<file path="src/rtl/rgba_fade_interpolator_macros.svh">
// Assertion macros shared by the fade interpolator RTL.
// No dependencies; included by modules that carry assertions.
`ifndef RGBA_FADE_INTERPOLATOR_MACROS_SVH
`define RGBA_FADE_INTERPOLATOR_MACROS_SVH

// Same-cycle implication, disabled while in reset
`define RGBAFI_ASSERT_IMPL(label, clk, rst_n, ante, cons, msg) \
  label: assert property (@(posedge clk) disable iff (!rst_n) (ante) |-> (cons)) \
    else $error(msg);

// Next-cycle implication, disabled while in reset
`define RGBAFI_ASSERT_NEXT(label, clk, rst_n, ante, cons, msg) \
  label: assert property (@(posedge clk) disable iff (!rst_n) (ante) |=> (cons)) \
    else $error(msg);

`endif

</file>
<file path="src/rtl/rgbafi_pkg.sv">
// Shared types, constants and helpers for the RGBA fade interpolator.
// No dependencies; imported by rgbafi_lerp and rgba_fade_interpolator.
`default_nettype none

package rgbafi_pkg;

  localparam int TimeBits    = 48;
  localparam int DurBits     = 31;
  localparam int ColorBits   = 32;
  localparam int ChanBits    = 8;
  localparam int NumChan     = ColorBits / ChanBits;
  localparam int ProdBits    = ChanBits + DurBits;
  localparam int CfgIdxBits  = 3;
  localparam int CfgDataBits = 48;

  typedef logic [TimeBits-1:0]  time_t;
  typedef logic [DurBits-1:0]   dur_t;
  typedef logic [ColorBits-1:0] color_t;
  typedef logic [ChanBits-1:0]  chan_t;

  localparam logic [1:0] ChanLast = 2'(NumChan - 1);
  localparam logic [2:0] BitLast  = 3'(ChanBits - 1);

  // Configuration register indexes
  localparam logic [CfgIdxBits-1:0] CfgStartTime = 3'd0;
  localparam logic [CfgIdxBits-1:0] CfgDuration  = 3'd1;
  localparam logic [CfgIdxBits-1:0] CfgFromColor = 3'd2;
  localparam logic [CfgIdxBits-1:0] CfgToColor   = 3'd3;
  localparam logic [CfgIdxBits-1:0] CfgPingPong  = 3'd4;

  // Top-level sequencer states
  typedef enum logic [2:0] {
    ST_IDLE,
    ST_ARM,
    ST_CHK,
    ST_RUN,
    ST_DONE
  } fsm_e;

  // Interpolation unit states
  typedef enum logic [1:0] {
    LERP_IDLE,
    LERP_MUL,
    LERP_DIV
  } lerp_st_e;

  typedef struct packed {
    logic   valid;
    color_t from_color;
    color_t to_color;
    dur_t   elapsed;
    dur_t   span;
  } lerp_req_t;

  typedef struct packed {
    logic   done;
    color_t color;
  } lerp_rsp_t;

  // End time = start + duration, saturated at the time field maximum
  function automatic time_t sat_end(input time_t s, input dur_t d);
    logic [TimeBits:0] sum;
    sum = {1'b0, s} + {{(TimeBits + 1 - DurBits){1'b0}}, d};
    return sum[TimeBits] ? '1 : sum[TimeBits-1:0];
  endfunction

endpackage

`default_nettype wire

</file>
<file path="src/rtl/rgbafi_lerp.sv">
// Bit-serial channel interpolator: one 8x31 product per channel, then a
// restoring divide that yields one quotient bit per cycle. Uses rgbafi_pkg.
`default_nettype none
`include "rgba_fade_interpolator_macros.svh"

module rgbafi_lerp (
  input  logic                  clk_i,
  input  logic                  rst_ni,
  input  rgbafi_pkg::lerp_req_t req_i,
  output rgbafi_pkg::lerp_rsp_t rsp_o
);
  import rgbafi_pkg::*;

  lerp_st_e state_q, state_d;
  logic [1:0] ch_q, ch_d;
  logic [2:0] bit_q, bit_d;
  logic done_q, done_d;

  color_t from_sh_q, from_sh_d;
  color_t to_sh_q, to_sh_d;
  dur_t   elapsed_q, elapsed_d;
  dur_t   span_q, span_d;
  logic [ProdBits-1:0]   rem_q, rem_d;
  logic [ProdBits-2:0]   dvs_q, dvs_d;
  chan_t  quo_q, quo_d;
  logic   up_q, up_d;
  color_t res_q, res_d;

  chan_t from_b, to_b, mag, q_full, res_b;
  logic  up, ge, ch_end, last_ch;

  // Current channel digit sits in the low byte of the shift registers
  assign from_b = from_sh_q[ChanBits-1:0];
  assign to_b   = to_sh_q[ChanBits-1:0];
  assign up     = (to_b >= from_b);
  assign mag    = up ? (to_b - from_b) : (from_b - to_b);
  assign ge     = (rem_q >= {1'b0, dvs_q});
  assign q_full = {quo_q[ChanBits-2:0], ge};
  assign res_b  = up_q ? (from_b + q_full) : (from_b - q_full);

  // Next state
  always_comb begin
    state_d = state_q;
    case (state_q)
      LERP_IDLE: if (req_i.valid) state_d = LERP_MUL;
      LERP_MUL:  state_d = LERP_DIV;
      LERP_DIV: begin
        if (bit_q == '0) begin
          state_d = (ch_q == ChanLast) ? LERP_IDLE : LERP_MUL;
        end
      end
      default:   state_d = LERP_IDLE;
    endcase
  end

  // Decoded strobes
  always_comb begin
    ch_end  = (state_q == LERP_DIV) && (bit_q == '0);
    last_ch = ch_end && (ch_q == ChanLast);
  end

  // Datapath and counters
  always_comb begin
    ch_d      = ch_q;
    bit_d     = bit_q;
    done_d    = last_ch;
    from_sh_d = from_sh_q;
    to_sh_d   = to_sh_q;
    elapsed_d = elapsed_q;
    span_d    = span_q;
    rem_d     = rem_q;
    dvs_d     = dvs_q;
    quo_d     = quo_q;
    up_d      = up_q;
    res_d     = res_q;
    case (state_q)
      LERP_IDLE: begin
        if (req_i.valid) begin
          from_sh_d = req_i.from_color;
          to_sh_d   = req_i.to_color;
          elapsed_d = req_i.elapsed;
          span_d    = req_i.span;
          ch_d      = '0;
        end
      end
      LERP_MUL: begin
        // |to - from| * elapsed; divisor starts at span << 7
        rem_d = {{DurBits{1'b0}}, mag} * {{ChanBits{1'b0}}, elapsed_q};
        dvs_d = {span_q, {(ChanBits-1){1'b0}}};
        up_d  = up;
        quo_d = '0;
        bit_d = BitLast;
      end
      LERP_DIV: begin
        if (ge) rem_d = rem_q - {1'b0, dvs_q};
        quo_d = q_full;
        dvs_d = dvs_q >> 1;
        bit_d = bit_q - 3'd1;
        if (ch_end) begin
          res_d     = {res_b, res_q[ColorBits-1:ChanBits]};
          from_sh_d = from_sh_q >> ChanBits;
          to_sh_d   = to_sh_q >> ChanBits;
          ch_d      = ch_q + 2'd1;
        end
      end
      default: ;
    endcase
  end

  always_ff @(posedge clk_i or negedge rst_ni) begin
    if (!rst_ni) begin
      state_q <= LERP_IDLE;
      ch_q    <= '0;
      bit_q   <= '0;
      done_q  <= 1'b0;
    end else begin
      state_q <= state_d;
      ch_q    <= ch_d;
      bit_q   <= bit_d;
      done_q  <= done_d;
    end
  end

  always_ff @(posedge clk_i) begin
    from_sh_q <= from_sh_d;
    to_sh_q   <= to_sh_d;
    elapsed_q <= elapsed_d;
    span_q    <= span_d;
    rem_q     <= rem_d;
    dvs_q     <= dvs_d;
    quo_q     <= quo_d;
    up_q      <= up_d;
    res_q     <= res_d;
  end

  assign rsp_o.done  = done_q;
  assign rsp_o.color = res_q;

  `RGBAFI_ASSERT_IMPL(a_req_when_idle, clk_i, rst_ni, req_i.valid, state_q == LERP_IDLE, "lerp request while busy")
  `RGBAFI_ASSERT_IMPL(a_done_after_div, clk_i, rst_ni, done_q, $past(state_q) == LERP_DIV, "done without a final divide step")

endmodule

`default_nettype wire

</file>
<file path="src/rtl/rgba_fade_interpolator.sv">
// RGBA fade interpolator top level. Uses rgbafi_pkg and rgbafi_lerp.
// One tick at a time: the next tick is taken only once the word of the last
// one is loaded into the output register. A tick that interpolates waits for
// the four channels, which share one bit-serial divider; other ticks give
// their word without it.
// Reset (async, active low) clears the config registers, the fade state and
// the sequencer and valid flags; datapath registers keep their contents.
`default_nettype none
`include "rgba_fade_interpolator_macros.svh"

module rgba_fade_interpolator (
  input  logic                                 clk_i,
  input  logic                                 rst_ni,
  input  logic                                 cfg_we_i,
  input  logic [rgbafi_pkg::CfgIdxBits-1:0]    cfg_idx_i,
  input  logic [rgbafi_pkg::CfgDataBits-1:0]   cfg_data_i,
  input  logic                                 in_valid_i,
  output logic                                 in_stall_o,
  input  logic [rgbafi_pkg::TimeBits-1:0]      current_time_i,
  output logic                                 out_valid_o,
  input  logic                                 out_stall_i,
  output logic [rgbafi_pkg::ColorBits-1:0]     color_out_o,
  output logic                                 changed_o
);
  import rgbafi_pkg::*;

  fsm_e state_q, state_d;

  // Configuration registers
  time_t  cfg_start_q, cfg_start_d;
  dur_t   cfg_dur_q, cfg_dur_d;
  color_t cfg_from_q, cfg_from_d;
  color_t cfg_to_q, cfg_to_d;
  logic   cfg_pp_q, cfg_pp_d;

  // Fade state
  time_t  act_start_q, act_start_d;
  time_t  act_end_q, act_end_d;
  color_t act_from_q, act_from_d;
  color_t act_to_q, act_to_d;
  color_t present_q, present_d;

  // Tick in flight and output word
  time_t  t_q, t_d;
  logic   changed_q, changed_d;
  logic   out_valid_q, out_valid_d;
  color_t out_color_q, out_color_d;
  logic   out_changed_q, out_changed_d;

  lerp_req_t lerp_req;
  lerp_rsp_t lerp_rsp;

  logic   out_free, load_out;
  logic   chk_active, chk_late, cfg_hit;
  logic   pp_from_hit, pp_swap;
  color_t pp_p1;

  assign out_free   = !out_valid_q || !out_stall_i;
  assign chk_active = (act_start_q <= t_q) && (act_start_q != act_end_q);
  assign chk_late   = (t_q > act_end_q);

  // Ping-pong checks: same direction first, then reversed
  assign pp_from_hit = (present_q == act_from_q);
  assign pp_p1       = (pp_from_hit && (cfg_dur_q == '0)) ? act_to_q : present_q;
  assign pp_swap     = (pp_p1 == act_to_q);

  // Next state
  always_comb begin
    state_d = state_q;
    case (state_q)
      ST_IDLE: if (in_valid_i) state_d = ST_ARM;
      ST_ARM:  state_d = ST_CHK;
      ST_CHK:  state_d = (chk_active && !chk_late) ? ST_RUN : ST_DONE;
      ST_RUN:  if (lerp_rsp.done) state_d = ST_DONE;
      ST_DONE: if (out_free) state_d = ST_IDLE;
      default: state_d = ST_IDLE;
    endcase
  end

  // Handshake and unit strobes
  always_comb begin
    in_stall_o          = (state_q != ST_IDLE);
    load_out            = (state_q == ST_DONE) && out_free;
    lerp_req.valid      = (state_q == ST_CHK) && chk_active && !chk_late;
    lerp_req.from_color = act_from_q;
    lerp_req.to_color   = act_to_q;
    lerp_req.elapsed    = t_q[DurBits-1:0] - act_start_q[DurBits-1:0];
    lerp_req.span       = act_end_q[DurBits-1:0] - act_start_q[DurBits-1:0];
  end

  // Configuration, fade state and output word
  always_comb begin
    cfg_start_d   = cfg_start_q;
    cfg_dur_d     = cfg_dur_q;
    cfg_from_d    = cfg_from_q;
    cfg_to_d      = cfg_to_q;
    cfg_pp_d      = cfg_pp_q;
    act_start_d   = act_start_q;
    act_end_d     = act_end_q;
    act_from_d    = act_from_q;
    act_to_d      = act_to_q;
    present_d     = present_q;
    t_d           = t_q;
    changed_d     = changed_q;
    cfg_hit       = 1'b0;

    if (state_q == ST_IDLE && in_valid_i) t_d = current_time_i;

    // Ping-pong re-arm of an idle fade
    if (state_q == ST_ARM && (act_start_q == act_end_q) && cfg_pp_q) begin
      if (pp_from_hit || pp_swap) begin
        act_start_d = t_q;
        act_end_d   = sat_end(t_q, cfg_dur_q);
        present_d   = pp_p1;
      end
      if (pp_swap) begin
        act_from_d = act_to_q;
        act_to_d   = act_from_q;
        if (cfg_dur_q == '0) present_d = act_from_q;
      end
    end

    // Time window checks
    if (state_q == ST_CHK) begin
      changed_d = chk_active;
      if (chk_active && chk_late) begin
        present_d   = act_to_q;
        act_start_d = act_end_q;
      end
    end

    if (state_q == ST_RUN && lerp_rsp.done) present_d = lerp_rsp.color;

    // A write to a defined register re-arms the fade from the new register set
    if (cfg_we_i) begin
      cfg_hit = 1'b1;
      case (cfg_idx_i)
        CfgStartTime: cfg_start_d = cfg_data_i[TimeBits-1:0];
        CfgDuration:  cfg_dur_d   = cfg_data_i[DurBits-1:0];
        CfgFromColor: cfg_from_d  = cfg_data_i[ColorBits-1:0];
        CfgToColor:   cfg_to_d    = cfg_data_i[ColorBits-1:0];
        CfgPingPong:  cfg_pp_d    = cfg_data_i[0];
        default:      cfg_hit     = 1'b0;
      endcase
      if (cfg_hit) begin
        act_start_d = cfg_start_d;
        act_end_d   = sat_end(cfg_start_d, cfg_dur_d);
        act_from_d  = cfg_from_d;
        act_to_d    = cfg_to_d;
        if (cfg_dur_d == '0) present_d = cfg_to_d;
      end
    end
  end

  // Output register
  always_comb begin
    out_valid_d   = out_valid_q && out_stall_i;
    out_color_d   = out_color_q;
    out_changed_d = out_changed_q;
    if (load_out) begin
      out_valid_d   = 1'b1;
      out_color_d   = present_q;
      out_changed_d = changed_q;
    end
  end

  always_ff @(posedge clk_i or negedge rst_ni) begin
    if (!rst_ni) begin
      state_q     <= ST_IDLE;
      cfg_start_q <= '0;
      cfg_dur_q   <= '0;
      cfg_from_q  <= '0;
      cfg_to_q    <= '0;
      cfg_pp_q    <= 1'b0;
      act_start_q <= '0;
      act_end_q   <= '0;
      act_from_q  <= '0;
      act_to_q    <= '0;
      present_q   <= '0;
      out_valid_q <= 1'b0;
    end else begin
      state_q     <= state_d;
      cfg_start_q <= cfg_start_d;
      cfg_dur_q   <= cfg_dur_d;
      cfg_from_q  <= cfg_from_d;
      cfg_to_q    <= cfg_to_d;
      cfg_pp_q    <= cfg_pp_d;
      act_start_q <= act_start_d;
      act_end_q   <= act_end_d;
      act_from_q  <= act_from_d;
      act_to_q    <= act_to_d;
      present_q   <= present_d;
      out_valid_q <= out_valid_d;
    end
  end

  always_ff @(posedge clk_i) begin
    t_q           <= t_d;
    changed_q     <= changed_d;
    out_color_q   <= out_color_d;
    out_changed_q <= out_changed_d;
  end

  rgbafi_lerp u_lerp (
    .clk_i  (clk_i),
    .rst_ni (rst_ni),
    .req_i  (lerp_req),
    .rsp_o  (lerp_rsp)
  );

  assign out_valid_o = out_valid_q;
  assign color_out_o = out_color_q;
  assign changed_o   = out_changed_q;

  `RGBAFI_ASSERT_IMPL(a_out_from_done, clk_i, rst_ni, $rose(out_valid_q), $past(state_q) == ST_DONE, "output word loaded outside DONE")
  `RGBAFI_ASSERT_NEXT(a_late_goes_idle, clk_i, rst_ni, (state_q == ST_CHK) && chk_active && chk_late && !cfg_we_i, act_start_q == act_end_q, "fade not idle after end time")

endmodule

`default_nettype wire

</file>
<file path="config.mk">
export PLATFORM = sky130hd
export DESIGN_NAME = rgba_fade_interpolator
export DESIGN_NICKNAME = d
export VERILOG_FILES = /design/src/rtl/rgbafi_pkg.sv /design/src/rtl/rgbafi_lerp.sv /design/src/rtl/rgba_fade_interpolator.sv
export VERILOG_INCLUDE_DIRS = /design/src /design/src/rtl
export SDC_FILE = /design/constraint.sdc
export NUM_CORES = 2
export LEC_CHECK = 0
export ABC_CLOCK_PERIOD_IN_PS = 12520
export BUFFER_PORTS_ARGS = -buffer_cell sky130_fd_sc_hd__buf_2
export CORE_MARGIN = 10
export CORE_UTILIZATION = 55
export CTS_CLUSTER_DIAMETER = 150
export DETAILED_ROUTE_END_ITERATION = 10
export PLACE_DENSITY = 0.81
export SLEW_MARGIN = 40
export SYNTH_ARGS = -nofsm -noshare
export SYNTH_HDL_FRONTEND = slang
export SYNTH_SLANG_ARGS = --single-unit
</file>
<file path="constraint.sdc">
create_clock -name clk_i -period 12.52 [get_ports clk_i]
set_clock_uncertainty 0.05 [all_clocks]
set_input_delay 1.878 -clock clk_i [delete_from_list [all_inputs] [get_ports clk_i]]
set_output_delay 1.878 -clock clk_i [all_outputs]
set_load 0.02 [all_outputs]
</file>
After elaboration in Yosys (flattened, before gate mapping):

Index checks and enable logic that the tools add are counted.

* flip-flop bits (word level): 673
* bits of input ports: 104
* logic and storage cells: 168

* $add $sub $neg: 11
* multipliers: 1
* $lt $le $gt $ge: 4
* equal/unequal tests: 22
* multiplexer cells: 65
* reductions and logical operators: 36

Operators with widths (count)
* 32-bit 2-to-1 mux: 25
* 48-bit 2-to-1 mux: 14
* 32-bit case mux with 2 select lines: 2
* 48-bit by 31-bit adder with 49-bit output: 2
* 39-bit case mux with 2 select lines: 1
* 38-bit case mux with 2 select lines: 1
* 32-bit equality test: 2
* 31-bit logical NOT: 2
* 31-bit 2-to-1 mux: 2
* 31-bit subtractor: 2
* 48-bit equality test: 1
* 48-bit greater-than comparator: 1
* 48-bit less-or-equal comparator: 1
* 48-bit inequality test: 1
* 39-bit by 38-bit >= comparator with 1-bit output: 1
* 8-bit by 31-bit multiplier with 39-bit output: 1
* 39-bit 2-to-1 mux: 1
* 39-bit by 38-bit subtractor with 39-bit output: 1
* 8-bit subtractor: 3
* 8-bit 2-to-1 mux: 2
* 3-bit case mux with 5 select lines: 1
* 1-bit logical AND: 14
* 7-bit case mux with 2 select lines: 1
* 3-bit by 2-bit equality test with 1-bit output (second input constant): 4
* 25 further kinds: 53

Longest topological paths before layout:

* word-level depth: 15
* mapped depth: 33

By module:

From an unflattened synthesis, not the netlist that was laid out.

* cell total of the unflattened synthesis: 5114
* area, all modules: 50183.1 um^2

By module, submodules not included
* rgba_fade_interpolator: times used 1, cells an instance 3261, area each 29897.4 um^2
* rgbafi_lerp: times used 1, cells an instance 1853, area each 20285.7 um^2

Worst setup path before layout:

No wires, ideal clock.

* kind: flip-flop to flip-flop
* start: reg u_lerp.to_sh_q[0]
* end: reg u_lerp.rem_q[36], data pin
* library setup time: 264 ps
* arrival time: 7989 ps
* setup slack: 4217 ps
* cell stages (with the launch flop): 33
* period minus slack after synthesis: 8303 ps
* cell sequence: edfxtp_1 -> inv_1 -> ha_1 -> inv_1 -> fa_1 -> a21o_1 -> a2111oi_0 -> o21ai_0 -> buf_1 -> a211oi_1 -> o21ai_0 -> a21boi_0 -> o21ai_0 -> xnor2_1 -> clkbuf_1 -> nand2_1 -> fa_1 -> fa_1 -> inv_1 -> fa_1 -> inv_1 -> fa_1 -> inv_1 -> ha_1 -> nand3_1 -> a21oi_1 -> a211oi_1 -> a211oi_1 -> o31a_1 -> a2111oi_1 -> o21bai_1 -> a211oi_1 -> o21ai_0

* cells in the longest elaborated chain, start to end: 4
* elaborated cells on any way between the ends: 6
* classes of those cells: add/sub (2); mul (1); order compare (1); mux (2)

Ends and longest elaborated chain
* start, declared: line rgbafi_lerp.sv:20 `color_t to_sh_q, to_sh_d;`
* start signal, assigned: line rgbafi_lerp.sv:126 `to_sh_q <= to_sh_d;`
* 8-bit >= comparator: line rgbafi_lerp.sv:35 `assign up = (to_b >= from_b);`
* via u_lerp.up: line rgbafi_lerp.sv:30 `logic up, ge, ch_end, last_ch;`
* 8-bit 2-to-1 mux: line rgbafi_lerp.sv:36 `assign mag = up ? (to_b - from_b) : (from_b - to_b);`
* 8-bit by 31-bit multiplier with 39-bit output: line rgbafi_lerp.sv:88 `rem_d = {{DurBits{1'b0}}, mag} * {{ChanBits{1'b0}}, elapsed_q};`
* 39-bit case mux with 2 select lines: line rgbafi_lerp.sv:76 `case (state_q)`
* via u_lerp.rem_d[36]: line rgbafi_lerp.sv:23 `logic [ProdBits-1:0] rem_q, rem_d;`
* end signal, assigned: line rgbafi_lerp.sv:129 `rem_q <= rem_d;`
* end, declared: line rgbafi_lerp.sv:23

The timed path passes the listed nets, and every way through them passes these cells.
A chain may end at the register's enable or synchronous reset.

Worst setup path in the final report:

* start: reg u_lerp.from_sh_q[0]
* end: reg u_lerp.rem_q[36], data pin

* cells in the longest elaborated chain, start to end: 4
* elaborated cells on any way between the ends: 6
* classes of those cells: add/sub (2); mul (1); order compare (1); mux (2)

Ends and longest elaborated chain
* start, declared: line rgbafi_lerp.sv:19 `color_t from_sh_q, from_sh_d;`
* start signal, assigned: line rgbafi_lerp.sv:125 `from_sh_q <= from_sh_d;`
* 8-bit subtractor or 8-bit >= comparator (tied branches): line rgbafi_lerp.sv:36, rgbafi_lerp.sv:35
* 8-bit 2-to-1 mux (*): line rgbafi_lerp.sv:36
* 8-bit by 31-bit multiplier with 39-bit output (*): line rgbafi_lerp.sv:88
* 39-bit case mux with 2 select lines (*): line rgbafi_lerp.sv:76
* via u_lerp.rem_d[36]: line rgbafi_lerp.sv:23

The timed path passes the listed nets; every way through them passes the cells marked *.

==> flow_summary_export.csv <==
group,metric,value,unit
detailed_routing,vias_per_cell,6.38,
detailed_routing,num_vias,40516,
setup_path,path_max_fanout,32,
logic_synthesis,ys_seq_area_share,37.0,%
detailed_routing,drtIter0Drc,4941,
logic_synthesis,synth_cell_type_count,84,
logic_synthesis,synth_top_cell_by_area,"edfxtp_1",
hold_path,hold_class,"register to register",
floorplanning,initial_core_util,55.5,%
floorplanning,die-width,321,µm
setup_path,endpoint_kind,"register",
timing,tightest_slew,0.894,ns
setup_path,path_class,"register to register",
grt,grt_pass1_wl,230000,µm
cells_and_area,area_delta_synth_final,9.63,%
timing,drv_slew,0,
clock_tree,cts-htree-levels,3,
detailed_routing,routedWlPerCell,23.7,µm
cells_and_area,final_nets,5739,
timing,hold_viol_final,0,
timing,final-setup-viol-count,0,
clock_tree,cts.reportedPaths.clkPinSlew,0.07,ns
cells_and_area,utilization,60.8,%
detailed_routing,route.detailed.drc,0,
cells_and_area,design_area,0.0547,mm²
run,cap_violations,0,
run_status,outcome,"finished clean",
detailed_routing,first_pass_iters,8,
logic_synthesis,yosys_warnings,0,
floorplanning,pin_count,139,
logic_synthesis,ys.flop_type,"dfrtp_1",
clock_tree,cts_resized,0,
clock_tree,clk_path_buf_depth,3,
grt,overflow,0,
cells_and_area,drive_above_1_share,12.4,%
clock_tree,cts_hold_buf,0,
logic_synthesis,synthCells,5043,
clock_tree,clock-sinks,673,
grt,grt_max_degree,108,
timing,grt_setup_unrepaired,"false",
setup_path,ff2ff_path_depth,28,
floorplanning,core.rowCount,110,
hold_path,holdPathStages,0,
grt,grt_usage,28.3,%
logic_synthesis,synth_fp_nets,5674,
placement,place_area,0.0520,mm²
timing,min_period,9.31,ns
floorplanning,core,0.0900,mm²
logic_synthesis,synth_seq_cells,673,
setup_path,crit_required,12.85,ns
logic_synthesis,ys_top_cells_by_area,"edfxtp_1, dfrtp_1, ha_1",
placement,dp.final_hpwl,111000,µm
setup_path,critPathMaxStageDelay,0.78,ns
timing,max_freq,107,MHz
logic_synthesis,synthArstFlopShare,51.7,%
logic_synthesis,avgSynthCellArea,9.90,µm²
setup_path,crit_slowest_cell,"ha_2",
clock_tree,clock_latency,0.66,ns
logic_synthesis,synth_area,0.0499,mm²
clock_tree,numCtsBuffers,76,
detailed_routing,ant_nets,0,
clock_tree,post-cts-setup-buffers,0,
floorplanning,die_area,0.103,mm²
timing,slew_headroom,38.9,%
detailed_routing,drt_wl_total,150000,µm
logic_synthesis,synth-edff-count,325,
setup_path,startpoint_type,"register",
grt,grt_pass1_vias,39199,
logic_synthesis,netlist.area_leader.share,19.6,%
timing,period_share,74.4,%
placement,gp_congestion,1.01,
floorplanning,die_h,321,µm
setup_path,crit_arrival,9.65,ns
timing,whs,0.401,ns
clock_tree,cts_tree,"built",
clock_tree,cts-root-buf,"clkbuf_16",
grt,antenna_found_initial,13,
placement,port_buffers,138,
timing,final.setup.tns,0,ns
==> logic make-up (layout without fill, tap and decap cells) <==
group | count (synthesis) | after routing | share of synthesized area (%)
compound gates | 1159 | 1159 | 15.5
simple gates | 1324 | 1324 | 13.3
fa+ha+maj | 527 | 527 | 15.9
buf+inv | 718 | 846 | 5.48
xor+xnor | 255 | 255 | 4.47
mux | 387 | 387 | 8.29
other cells | 0 | 1 | 0
flops | 673 | 673 | 37.0
==> worst paths after layout <==
check	slack, ns	end	start
worst max-delay path	3.21	u_lerp.rem_q[36]	u_lerp.from_sh_q[0]
worst min-delay path	0.40	u_lerp.res_q[4]	u_lerp.res_q[12]
worst max register to register	3.21	u_lerp.rem_q[36]	u_lerp.from_sh_q[0]
worst min register to register	0.40	u_lerp.res_q[4]	u_lerp.res_q[12]
max in group asynchronous	9.44	act_start_q[21]	rst_ni
min in group asynchronous	1.12	cfg_to_q[14]	rst_ni
==> per-layer routing <==
metal,share of wire (%),global-route usage (%),vias to the layer above
met5,0.063,0,-
met4,5.1,13.4,14
met2,44,42.9,2221
met1,40,37.8,19754
met3,11,7.00,419
li1,-,-,18108
==> stage by stage <==
step	cells	setup WS [ns]
2_1_floorplan	5043	4.22
3_3_place_gp	6198	2.96
3_5_place_dp	6204	3.26
4_1_cts	6345	3.28
5_1_grt	6347	2.71
6_report	6348	3.21
==> flip-flops by register name, indices dropped and copies added, names as in the netlist, 32 cells and up <==
register and count:
u_lerp.from_sh_q 32, cfg_from_q 32, color_out_o 32, cfg_start_q 48
u_lerp.dvs_q 38, u_lerp.rem_q 39, act_start_q 48, present_q 32
act_to_q 32, u_lerp.to_sh_q 32, act_from_q 32, u_lerp.res_q 32
cfg_to_q 32, t_q 48, act_end_q 48
==> synth_stat cells, drive strengths merged (13+ instances only) <==
master / instances
a211oi: 70
a21o: 90
a21oi: 354
a221oi: 16
a22oi: 36
a31oi: 32
and2: 168
and3: 19
buf: 49
clkbuf: 158
dfrtp: 348
edfxtp: 325
fa: 182
ha: 345
inv: 511
mux2: 212
mux2i: 175
nand2: 291
nand2b: 50
nand3: 85
nand4: 74
nor2: 320
nor2b: 117
nor3: 86
nor4: 35
o211ai: 34
o21a: 59
o21ai: 172
o21bai: 32
o221a: 53
o22ai: 39
o31a: 13
o31ai: 24
o41ai: 34
or3: 27
xnor2: 186
xor2: 69
==> area by class of cell <==
class                   instances  area, µm²
well taps                    1176       1470
diodes                          1       2.50
fillers                      7180      35300
repair buffers                194       1240
flip-flops and latches        673      18500
multi-input cells            3652      28900
inverters                     511       1920
clock inverters                39        522
clock buffers                 102       2160
==> critical path: cells and delay by family, from the launching register on <==
kind / cells / cell delay, ns
muxes: 1 / 0.43
buffers and inverters: 4 / 0.48
DFF: 1 / 0.42
adders and majority gates: 6 / 3.24
xor gates and xnor gates: 1 / 0.15
AOI/OAI and AO/OA: 13 / 3.74
and+or+nand+nor: 3 / 0.51
==> cell usage in the layout (no fill, tap or decap), types with 26 or more instances in the layout <==
| cell | Yosys | final |
|---|---|---|
| o22ai_1 | 39 | 39 |
| or3_1 | 26 | 26 |
| nor3_1 | 85 | 83 |
| nand4_1 | 74 | 74 |
| inv_1 | 510 | 510 |
| ha_1 | 345 | 342 |
| buf_2 | 17 | 136 |
| a21o_1 | 90 | 90 |
| xor2_1 | 69 | 69 |
| o221a_2 | 53 | 53 |
| clkbuf_16 | 0 | 80 |
| edfxtp_1 | 325 | 325 |
| mux2i_1 | 175 | 175 |
| mux2_2 | 212 | 212 |
| buf_4 | 3 | 43 |
| o211ai_1 | 34 | 34 |
| a22oi_1 | 36 | 36 |
| o21a_1 | 58 | 58 |
| o41ai_1 | 34 | 34 |
| nor4_1 | 35 | 33 |
| and2_1 | 168 | 166 |
| o21bai_1 | 32 | 31 |
| nor2b_1 | 117 | 117 |
| dfrtp_1 | 348 | 348 |
| nor2_1 | 320 | 315 |
| nand2b_1 | 49 | 49 |
| nand2_1 | 291 | 290 |
| a211oi_1 | 69 | 68 |
| fa_1 | 182 | 182 |
| a31oi_1 | 32 | 31 |
| nand3_1 | 85 | 83 |
| xnor2_1 | 186 | 180 |
| a21oi_1 | 354 | 353 |
| o21ai_0 | 169 | 169 |
Power is not shown: default switching activity piles up to over one toggle a cycle in this logic, so the estimate is an artifact.
